[src/rtl/core/fslm_pkg.sv]
package fslm_pkg;

    localparam int MAX_PATTERN   = 16;
    localparam int COUNT_WIDTH   = 32;
    localparam int WINDOW_DEPTH  = MAX_PATTERN + 1;
    localparam int LEN_W         = $clog2(MAX_PATTERN + 1);
    localparam int POS_W         = $clog2(WINDOW_DEPTH + 1);
    localparam int WIN_IDX_W     = $clog2(WINDOW_DEPTH);
    localparam int PAT_W         = 8 * MAX_PATTERN;
    localparam int CFG_IDX_W     = 3;
    localparam int CFG_DATA_W    = 64;
    localparam int FIFO_DEPTH    = 4;
    localparam int FIFO_PTR_W    = $clog2(FIFO_DEPTH);
    localparam int FIFO_CNT_W    = $clog2(FIFO_DEPTH + 1);
    localparam int OUT_DATA_W    = ((2 * COUNT_WIDTH + 1 + 7) / 8) * 8;

    localparam logic [7:0] CHAR_LF   = 8'h0A;
    localparam logic [7:0] CHAR_US   = 8'h5F;
    localparam logic [7:0] CHAR_LO_A = 8'h61;
    localparam logic [7:0] CHAR_LO_Z = 8'h7A;
    localparam logic [7:0] CHAR_UP_A = 8'h41;
    localparam logic [7:0] CHAR_UP_Z = 8'h5A;
    localparam logic [7:0] CHAR_D0   = 8'h30;
    localparam logic [7:0] CHAR_D9   = 8'h39;
    localparam logic [7:0] CASE_OFS  = CHAR_LO_A - CHAR_UP_A;

    localparam logic OP_DATA = 1'b0;
    localparam logic OP_EOF  = 1'b1;

    localparam logic KIND_REPORT  = 1'b0;
    localparam logic KIND_SUMMARY = 1'b1;

    typedef enum logic [CFG_IDX_W-1:0] {
        REG_PAT_LOW    = 3'd0,
        REG_PAT_HIGH   = 3'd1,
        REG_PAT_LEN    = 3'd2,
        REG_FOLD_CASE  = 3'd3,
        REG_INVERT     = 3'd4,
        REG_WORD_ONLY  = 3'd5,
        REG_COUNT_MODE = 3'd6
    } t_cfg_reg;

    typedef struct packed {
        logic [PAT_W-1:0] pattern;
        logic [LEN_W-1:0] length;
        logic             fold_case;
        logic             invert;
        logic             word_only;
        logic             count_mode;
    } t_cfg;

    typedef struct packed {
        logic                   kind;
        logic [COUNT_WIDTH-1:0] line_number;
        logic [COUNT_WIDTH-1:0] selected_count;
        logic                   found_any;
        logic                   last;
    } t_result;

    typedef struct packed {
        logic [1:0] count;
        t_result    slot0;
        t_result    slot1;
    } t_emit;

    function automatic logic [7:0] fold_byte(input logic [7:0] c, input logic en);
        logic [7:0] r;
        r = c;
        if (en && c >= CHAR_UP_A && c <= CHAR_UP_Z) r = c + CASE_OFS;
        return r;
    endfunction

    function automatic logic is_word(input logic [7:0] c);
        return (c >= CHAR_LO_A && c <= CHAR_LO_Z) || (c >= CHAR_UP_A && c <= CHAR_UP_Z) ||
               (c >= CHAR_D0 && c <= CHAR_D9) || (c == CHAR_US);
    endfunction

    function automatic logic [COUNT_WIDTH-1:0] sat_inc(input logic [COUNT_WIDTH-1:0] v);
        return (v == '1) ? v : v + COUNT_WIDTH'(1);
    endfunction

endpackage

[src/rtl/core/fslm_cfg_regs.sv]
module fslm_cfg_regs
    import fslm_pkg::*;
(
    input  logic                  i_clk,
    input  logic                  i_rst_n,
    input  logic                  i_cfg_valid,
    output logic                  o_cfg_ready,
    input  logic [CFG_IDX_W-1:0]  i_cfg_index,
    input  logic [CFG_DATA_W-1:0] i_cfg_data,
    output t_cfg                  o_cfg
);

    logic [63:0]      r_pat_low;
    logic [63:0]      r_pat_high;
    logic [LEN_W-1:0] r_len;
    logic             r_fold_case;
    logic             r_invert;
    logic             r_word_only;
    logic             r_count_mode;

    assign o_cfg_ready = 1'b1;

    always_ff @(posedge i_clk) begin
        if (!i_rst_n) begin
            r_pat_low    <= '0;
            r_pat_high   <= '0;
            r_len        <= LEN_W'(1);
            r_fold_case  <= 1'b0;
            r_invert     <= 1'b0;
            r_word_only  <= 1'b0;
            r_count_mode <= 1'b0;
        end else if (i_cfg_valid) begin
            unique case (t_cfg_reg'(i_cfg_index))
                REG_PAT_LOW:    r_pat_low    <= i_cfg_data[63:0];
                REG_PAT_HIGH:   r_pat_high   <= i_cfg_data[63:0];
                REG_PAT_LEN:    r_len        <= i_cfg_data[LEN_W-1:0];
                REG_FOLD_CASE:  r_fold_case  <= i_cfg_data[0];
                REG_INVERT:     r_invert     <= i_cfg_data[0];
                REG_WORD_ONLY:  r_word_only  <= i_cfg_data[0];
                REG_COUNT_MODE: r_count_mode <= i_cfg_data[0];
                default: begin
                end
            endcase
        end
    end

    always_comb begin
        o_cfg.pattern    = {r_pat_high, r_pat_low};
        o_cfg.fold_case  = r_fold_case;
        o_cfg.invert     = r_invert;
        o_cfg.word_only  = r_word_only;
        o_cfg.count_mode = r_count_mode;
        // zero means one, anything above the maximum is clamped
        if (r_len == '0) begin
            o_cfg.length = LEN_W'(1);
        end else if (r_len > LEN_W'(MAX_PATTERN)) begin
            o_cfg.length = LEN_W'(MAX_PATTERN);
        end else begin
            o_cfg.length = r_len;
        end
    end

endmodule

[src/rtl/core/fslm_match.sv]
module fslm_match
    import fslm_pkg::*;
(
    input  logic       i_clk,
    input  logic       i_rst_n,
    input  t_cfg       i_cfg,
    input  logic       i_valid,
    input  logic       i_opcode,
    input  logic [7:0] i_byte,
    output t_emit      o_emit
);

    logic [7:0]             r_win [WINDOW_DEPTH];
    logic [POS_W-1:0]       r_pos;
    logic                   r_hit;
    logic                   r_pend;
    logic                   r_open;
    logic [COUNT_WIDTH-1:0] r_lines;
    logic [COUNT_WIDTH-1:0] r_sel;
    logic                   r_found;

    logic [7:0]             n_win [WINDOW_DEPTH];
    logic [POS_W-1:0]       n_pos;
    logic                   n_hit;
    logic                   n_pend;
    logic                   n_open;
    logic [COUNT_WIDTH-1:0] n_lines;
    logic [COUNT_WIDTH-1:0] n_sel;
    logic                   n_found;

    logic [POS_W-1:0]       pos_inc;
    logic [WIN_IDX_W-1:0]   v_idx;
    logic                   eq;
    logic                   full;
    logic                   bounded;
    logic                   fin_hit;
    logic                   fin_sel;
    logic [COUNT_WIDTH-1:0] fin_lines;
    logic [COUNT_WIDTH-1:0] fin_sel_cnt;
    logic                   fin_report;
    t_result                report;
    t_result                summary;

    always_comb begin
        n_win[0] = i_byte;
        for (int k = 1; k < WINDOW_DEPTH; k++) begin
            n_win[k] = r_win[k-1];
        end
        pos_inc = (r_pos < POS_W'(WINDOW_DEPTH)) ? r_pos + POS_W'(1) : r_pos;

        // parallel compare of the newest bytes against the pattern
        eq    = 1'b1;
        v_idx = '0;
        for (int i = 0; i < MAX_PATTERN; i++) begin
            if (LEN_W'(i) < i_cfg.length) begin
                v_idx = WIN_IDX_W'(i_cfg.length) - WIN_IDX_W'(1) - WIN_IDX_W'(i);
                if (fold_byte(n_win[v_idx], i_cfg.fold_case) !=
                    fold_byte(i_cfg.pattern[8*i +: 8], i_cfg.fold_case)) begin
                    eq = 1'b0;
                end
            end
        end
        full    = pos_inc >= POS_W'(i_cfg.length);
        bounded = !((pos_inc > POS_W'(i_cfg.length)) &&
                    is_word(n_win[WIN_IDX_W'(i_cfg.length)]));

        // line judgement
        fin_hit     = r_hit || r_pend;
        fin_lines   = sat_inc(r_lines);
        fin_sel     = fin_hit ^ i_cfg.invert;
        fin_sel_cnt = fin_sel ? sat_inc(r_sel) : r_sel;
        fin_report  = fin_sel && !i_cfg.count_mode;

        report.kind           = KIND_REPORT;
        report.line_number    = fin_lines;
        report.selected_count = fin_sel_cnt;
        report.found_any      = 1'b1;
        report.last           = 1'b1;

        n_pos   = r_pos;
        n_hit   = r_hit;
        n_pend  = r_pend;
        n_open  = r_open;
        n_lines = r_lines;
        n_sel   = r_sel;
        n_found = r_found;

        summary.kind           = KIND_SUMMARY;
        summary.line_number    = r_lines;
        summary.selected_count = r_sel;
        summary.found_any      = r_found;
        summary.last           = 1'b1;

        o_emit.count = 2'd0;
        o_emit.slot0 = report;
        o_emit.slot1 = summary;

        if (i_opcode == OP_EOF) begin
            if (r_open) begin
                summary.line_number    = fin_lines;
                summary.selected_count = fin_sel_cnt;
                summary.found_any      = r_found || fin_sel;
            end
            if (r_open && fin_report) begin
                o_emit.count      = 2'd2;
                o_emit.slot0      = report;
                o_emit.slot0.last = 1'b0;
                o_emit.slot1      = summary;
            end else begin
                o_emit.count = 2'd1;
                o_emit.slot0 = summary;
            end
            n_lines = '0;
            n_sel   = '0;
            n_found = 1'b0;
            n_pos   = '0;
            n_hit   = 1'b0;
            n_pend  = 1'b0;
            n_open  = 1'b0;
        end else if (i_byte == CHAR_LF) begin
            o_emit.count = fin_report ? 2'd1 : 2'd0;
            n_lines = fin_lines;
            n_sel   = fin_sel_cnt;
            n_found = r_found || fin_sel;
            n_pos   = '0;
            n_hit   = 1'b0;
            n_pend  = 1'b0;
            n_open  = 1'b0;
        end else begin
            n_hit  = r_hit || (r_pend && !is_word(i_byte));
            n_pend = 1'b0;
            n_pos  = pos_inc;
            n_open = 1'b1;
            if (full && eq) begin
                if (!i_cfg.word_only) begin
                    n_hit = 1'b1;
                end else if (bounded) begin
                    n_pend = 1'b1;
                end
            end
        end

        if (!i_valid) o_emit.count = 2'd0;
    end

    always_ff @(posedge i_clk) begin
        if (i_valid && i_opcode == OP_DATA && i_byte != CHAR_LF) begin
            for (int k = 0; k < WINDOW_DEPTH; k++) begin
                r_win[k] <= n_win[k];
            end
        end
    end

    always_ff @(posedge i_clk) begin
        if (!i_rst_n) begin
            r_pos   <= '0;
            r_hit   <= 1'b0;
            r_pend  <= 1'b0;
            r_open  <= 1'b0;
            r_lines <= '0;
            r_sel   <= '0;
            r_found <= 1'b0;
        end else if (i_valid) begin
            r_pos   <= n_pos;
            r_hit   <= n_hit;
            r_pend  <= n_pend;
            r_open  <= n_open;
            r_lines <= n_lines;
            r_sel   <= n_sel;
            r_found <= n_found;
        end
    end

endmodule

[src/rtl/core/fslm_out_fifo.sv]
module fslm_out_fifo
    import fslm_pkg::*;
(
    input  logic    i_clk,
    input  logic    i_rst_n,
    input  t_emit   i_emit,
    output logic    o_room,
    output logic    o_valid,
    input  logic    i_ready,
    output t_result o_data
);

    t_result               r_mem [FIFO_DEPTH];
    logic [FIFO_PTR_W-1:0] r_wr;
    logic [FIFO_PTR_W-1:0] r_rd;
    logic [FIFO_CNT_W-1:0] r_cnt;
    logic                  pop;

    // room for the largest burst of results from one item
    assign o_room  = r_cnt <= FIFO_CNT_W'(FIFO_DEPTH - 2);
    assign o_valid = r_cnt != '0;
    assign o_data  = r_mem[r_rd];
    assign pop     = o_valid && i_ready;

    always_ff @(posedge i_clk) begin
        if (i_emit.count != 2'd0) r_mem[r_wr] <= i_emit.slot0;
        if (i_emit.count == 2'd2) r_mem[r_wr + FIFO_PTR_W'(1)] <= i_emit.slot1;
    end

    always_ff @(posedge i_clk) begin
        if (!i_rst_n) begin
            r_wr  <= '0;
            r_rd  <= '0;
            r_cnt <= '0;
        end else begin
            r_wr  <= r_wr + FIFO_PTR_W'(i_emit.count);
            r_rd  <= r_rd + FIFO_PTR_W'(pop);
            r_cnt <= r_cnt + FIFO_CNT_W'(i_emit.count) - FIFO_CNT_W'(pop);
        end
    end

endmodule

[src/rtl/core/fixed_string_line_matcher_core.sv]
// path: an input byte is registered, judged once the four-entry result queue has room,
// and its results are written to the queue and offered on the master side
// throughput: one item per cycle while the queue has room; end of file with an open line
// that is reported gives two results, drained one per cycle while m_axis_tready is high
// reset: synchronous active-low i_rst_n resets counters, line state, queue and config
module fixed_string_line_matcher_core
    import fslm_pkg::*;
(
    input  logic                  i_clk,
    input  logic                  i_rst_n,
    input  logic                  i_cfg_valid,
    output logic                  o_cfg_ready,
    input  logic [CFG_IDX_W-1:0]  i_cfg_index,
    input  logic [CFG_DATA_W-1:0] i_cfg_data,
    input  logic                  s_axis_tvalid,
    output logic                  s_axis_tready,
    input  logic [7:0]            s_axis_tdata,  // text_byte
    input  logic                  s_axis_tuser,  // opcode
    output logic                  m_axis_tvalid,
    input  logic                  m_axis_tready,
    output logic [OUT_DATA_W-1:0] m_axis_tdata,  // line_number, selected_count, found_any
    output logic                  m_axis_tuser,  // result_kind
    output logic                  m_axis_tlast   // last_of_run
);

    t_cfg    cfg;
    t_emit   emit;
    t_result res;
    logic    room;
    logic    consume;
    logic    r_in_valid;
    logic    r_in_op;
    logic [7:0] r_in_byte;

    assign consume       = r_in_valid && room;
    assign s_axis_tready = !r_in_valid || consume;

    always_ff @(posedge i_clk) begin
        if (!i_rst_n) begin
            r_in_valid <= 1'b0;
        end else if (s_axis_tready) begin
            r_in_valid <= s_axis_tvalid;
        end
    end

    always_ff @(posedge i_clk) begin
        if (s_axis_tready && s_axis_tvalid) begin
            r_in_op   <= s_axis_tuser;
            r_in_byte <= s_axis_tdata;
        end
    end

    fslm_cfg_regs u_cfg (
        .i_clk       (i_clk),
        .i_rst_n     (i_rst_n),
        .i_cfg_valid (i_cfg_valid),
        .o_cfg_ready (o_cfg_ready),
        .i_cfg_index (i_cfg_index),
        .i_cfg_data  (i_cfg_data),
        .o_cfg       (cfg)
    );

    fslm_match u_match (
        .i_clk    (i_clk),
        .i_rst_n  (i_rst_n),
        .i_cfg    (cfg),
        .i_valid  (consume),
        .i_opcode (r_in_op),
        .i_byte   (r_in_byte),
        .o_emit   (emit)
    );

    fslm_out_fifo u_fifo (
        .i_clk   (i_clk),
        .i_rst_n (i_rst_n),
        .i_emit  (emit),
        .o_room  (room),
        .o_valid (m_axis_tvalid),
        .i_ready (m_axis_tready),
        .o_data  (res)
    );

    assign m_axis_tdata = OUT_DATA_W'({res.found_any, res.selected_count, res.line_number});
    assign m_axis_tuser = res.kind;
    assign m_axis_tlast = res.last;

endmodule

[config.mk]
export PLATFORM = sky130hd
export DESIGN_NAME = fixed_string_line_matcher_core
export DESIGN_NICKNAME = d
export VERILOG_FILES = /design/src/rtl/core/fslm_pkg.sv /design/src/rtl/core/fslm_cfg_regs.sv /design/src/rtl/core/fslm_match.sv /design/src/rtl/core/fslm_out_fifo.sv /design/src/rtl/core/fixed_string_line_matcher_core.sv
export SDC_FILE = /design/constraint.sdc
export NUM_CORES = 2
export LEC_CHECK = 0
export ABC_AREA = 1
export BUFFER_PORTS_ARGS = -buffer_cell sky130_fd_sc_hd__buf_2
export CORE_MARGIN = 10
export CORE_UTILIZATION = 47
export DETAILED_ROUTE_END_ITERATION = 10
export GPL_TIMING_DRIVEN = 1
export PLACE_DENSITY = 0.67
export SYNTH_ARGS = -nofsm -noshare
export SYNTH_HDL_FRONTEND = slang
export SYNTH_SLANG_ARGS = --single-unit
[constraint.sdc]
create_clock -name i_clk -period 6.5 [get_ports i_clk]
set_input_delay 1.3 -clock i_clk [delete_from_list [all_inputs] [get_ports i_clk]]
set_output_delay 1.3 -clock i_clk [all_outputs]
set_load 0.03 [all_outputs]
==> results.json <==
{
  "whs_ns": 0.443,
  "fp.dieArea_um2": 103000,
  "cts_max_path_buffers": 3,
  "layout_common_cells": "nand2_1 (1339), nand3_1 (1014), inv_1 (547)",
  "fp.dieH_um": 321,
  "cts_max_level": 3,
  "io-pin-count": 158,
  "final_common_cell": "nand2_1",
  "drive_gt1_share_pct": 6.99,
  "period_share_pct": 90.7,
  "slowest_stage": "xor2_4",
  "wirelength_um": 167000,
  "grt_pass1_wl_um": 250000,
  "vias": 44366,
  "synth_top_cell_by_area": "edfxtp_1",
  "r2r_cells": 26,
  "critPathKind": "register to register",
  "wl_per_cell_um": 23.1,
  "status": "finished, final reports clean",
  "hold_depth": 0,
  "holdPathEnd": "u_match.r_win[0][21]",
  "core_um2": 89900,
  "synth_edf_count": 397,
  "worstPathMaxFanout": 85,
  "initial_core_util_pct": 47.3,
  "ys_seq_elements": 623,
  "cp-start-kind": "register",
  "drt-initial-drc-count": 6407,
  "worstHoldPathType": "register to register",
  "cts_sinks": 623,
  "grt_pass1_vias": 39920,
  "yosys_warnings": 0,
  "synthFlopType": "edfxtp_1",
  "path_clk_slew_ns": 0.06,
  "post-cts-setup-buffers": 0,
  "fillCellCount": 8952,
  "cp.required_ns": 7.07,
  "grt_max_degree": 165,
  "stdcell_count": 7246,
  "p_leak_uw": 0.0185,
  "ir_worst_vdd_uv": 198,
  "synth_cell_type_count": 64,
  "ctsRootBufferMaster": "clkbuf_16",
  "nets": 6149,
  "synth_area_leaders": "edfxtp_1 (28%), nand3_1 (12%), nand2_1 (12%)",
  "clock_skew_ns": 0.0310,
  "cts_buffers": 73,
  "fmax_ghz": 0.170,
  "regToRegEndpoint": "u_match.r_hit",
  "cts_hold_buf": 0,
  "syn_inst": 6067,
  "via_per_inst": 6.12,
  "portBuffers": 149,
  "crit_top_cell": "nand2_1",
  "hold_viol": 0,
  "setup_tns_ns": 0,
  "dp_slack_ns": 0.809,
  "dp_hpwl_um": 118000,
  "synthesis.area_um2": 42500,
  "maxCapViolCount": 0,
  "cpPeakStageDelay_ns": 0.81,
  "synth_top_cell_area_share_pct": 28.0,
  "synthArstFlopShare_pct": 0,
  "power.density_nw_per_um2": 283,
  "ant_nets": 0,
  "ys_seq_area_share_pct": 38.7,
  "slew_headroom_pct": 17.3,
  "tightest_slew_ns": 1.23,
  "dp.cells": 7110,
  "areaGrowthSynthToFinish_pct": 9.13,
  "multiInputGateArea_um2": 22500,
  "route.detailed.drc": 0,
  "clock_latency_ns": 0.67,
  "antenna_found_initial": 5,
  "setup_violations": 0,
  "r2r_start": "u_cfg.r_len[4]",
  "min_from": "u_match.r_win[0][13]",
  "gr-total-overflow": 0,
  "register_area_um2": 16500,
  "die_w_um": 321,
  "avgSynthCellArea_um2": 7.01,
  "slew_violations": 0,
  "track_usage_pct": 31.3,
  "rows": 110,
  "rrSetupSlack_ns": 0.60,
  "drt_pass1_iterations": 6,
  "cts_tree": "done",
  "min_period_ns": 5.90,
  "cts_resized": 0,
  "arrival_ns": 6.47,
  "worst_slack_ns": 0.604,
  "gp_congestion": 1.02,
  "endpoint_kind": "register",
  "rsz0062_at_grt": "no"
}
where the power goes:
group	total (µW)	internal (µW)	switching (µW)
logic	4410	1140	3270
registers	4560	4370	187
clock network	4180	2400	1780
total	13100	7910	5240
critical path: cells and delay by family, from the launching register on:
kind	cells	cell delay, ns
AOI/OAI and AO/OA	3	0.43
xor gates and xnor gates	1	0.81
adders and majority gates	1	0.43
buffers and inverters	3	0.97
DFF	1	0.76
and+or+nand+nor	18	2.37
layer usage:
metal	global-route usage [%]	wire length, µm	vias up
met5	0.386	64	-
met4	12.8	6920	4
met3	7.26	19100	330
met2	44.5	69100	2436
met1	44.8	72200	20817
li1	-	-	20779
cells in the mapped netlist, drive strengths merged (2+ instances only):
library cell and number:
dfxtp 226, nand3b 16, nand4 90, and2 4
conb 2, o22ai 358, a31oi 9, ha 58
mux2i 5, o32ai 27, xnor2 27, clkinv 5
o21bai 12, a32o 4, nor2 537, o21ai 525
o211ai 23, o221ai 4, a21oi 199, clkbuf 249
nor4 31, a221o 2, nand3 1015, buf 112
a22oi 5, nand2 1360, xor2 112, o311ai 4
edfxtp 397, or2 4, a21boi 2, nor3 56
inv 577
stage by stage:
| stage | power [µW] | cell area [µm²] | util [%] |
|---|---|---|---|
| 2_1_floorplan | 7490 | 42500 | - |
| 3_3_place_gp | 8910 | 44000 | 48.9 |
| 3_5_place_dp | 8950 | 44000 | 48.9 |
| 4_1_cts | 13100 | 46400 | 51.6 |
| 5_1_grt | 13700 | 46400 | 51.6 |
| 6_report | 13100 | 46400 | 51.6 |
cell families (layout without fill, tap and decap cells):
kind of cell	Yosys count	in the layout	share of synthesized area, %
buf+inv	943	939	8.69
simple gates	3115	3115	31.8
xor+xnor	140	140	3.28
compound gates	1179	1179	15.7
mux	6	6	0.144
flops	623	623	38.7
fa+ha+maj	59	59	1.75
other cells	2	9	0.0177
sequential cells by signal (all words and copies together), names as in the netlist, 2 cells and up:
signal	cells
r_in_byte	8
u_match.r_pos	5
u_fifo.r_wr	2
u_fifo.r_mem	268
u_cfg.r_pat_high	64
u_cfg.r_pat_low	64
u_match.r_sel	32
u_cfg.r_len	5
u_fifo.r_rd	2
u_fifo.r_cnt	3
u_match.r_lines	32
u_match.r_win	128
area by class of cell:
cell class                      instances  share of cell area [%]
Clock inverter                         37                   0.833
Tap cell                             1176                    3.17
Inverter                              582                    4.72
Clock buffer                           98                    4.34
Timing Repair Buffer                  222                    2.98
Sequential cell                       623                    35.5
Antenna cell                            1                 0.00539
Multi-Input combinational cell       4507                    48.5
worst max-delay path by stage:
stage | startpoint | to | slack [ns] | depth (start not counted)
3_3_place_gp | u_cfg.r_len[4] | u_match.r_hit | 0.91 | 26
2_1_floorplan | u_cfg.r_len[4] | u_match.r_hit | 1.07 | 36
6_report | u_cfg.r_len[4] | u_match.r_hit | 0.60 | 26
3_5_place_dp | u_cfg.r_len[4] | u_match.r_hit | 0.81 | 26
4_1_cts | u_cfg.r_len[4] | u_match.r_hit | 0.78 | 26
5_1_grt | u_cfg.r_len[4] | u_match.r_hit | 0.15 | 26
(Power assumes the default switching activity.)
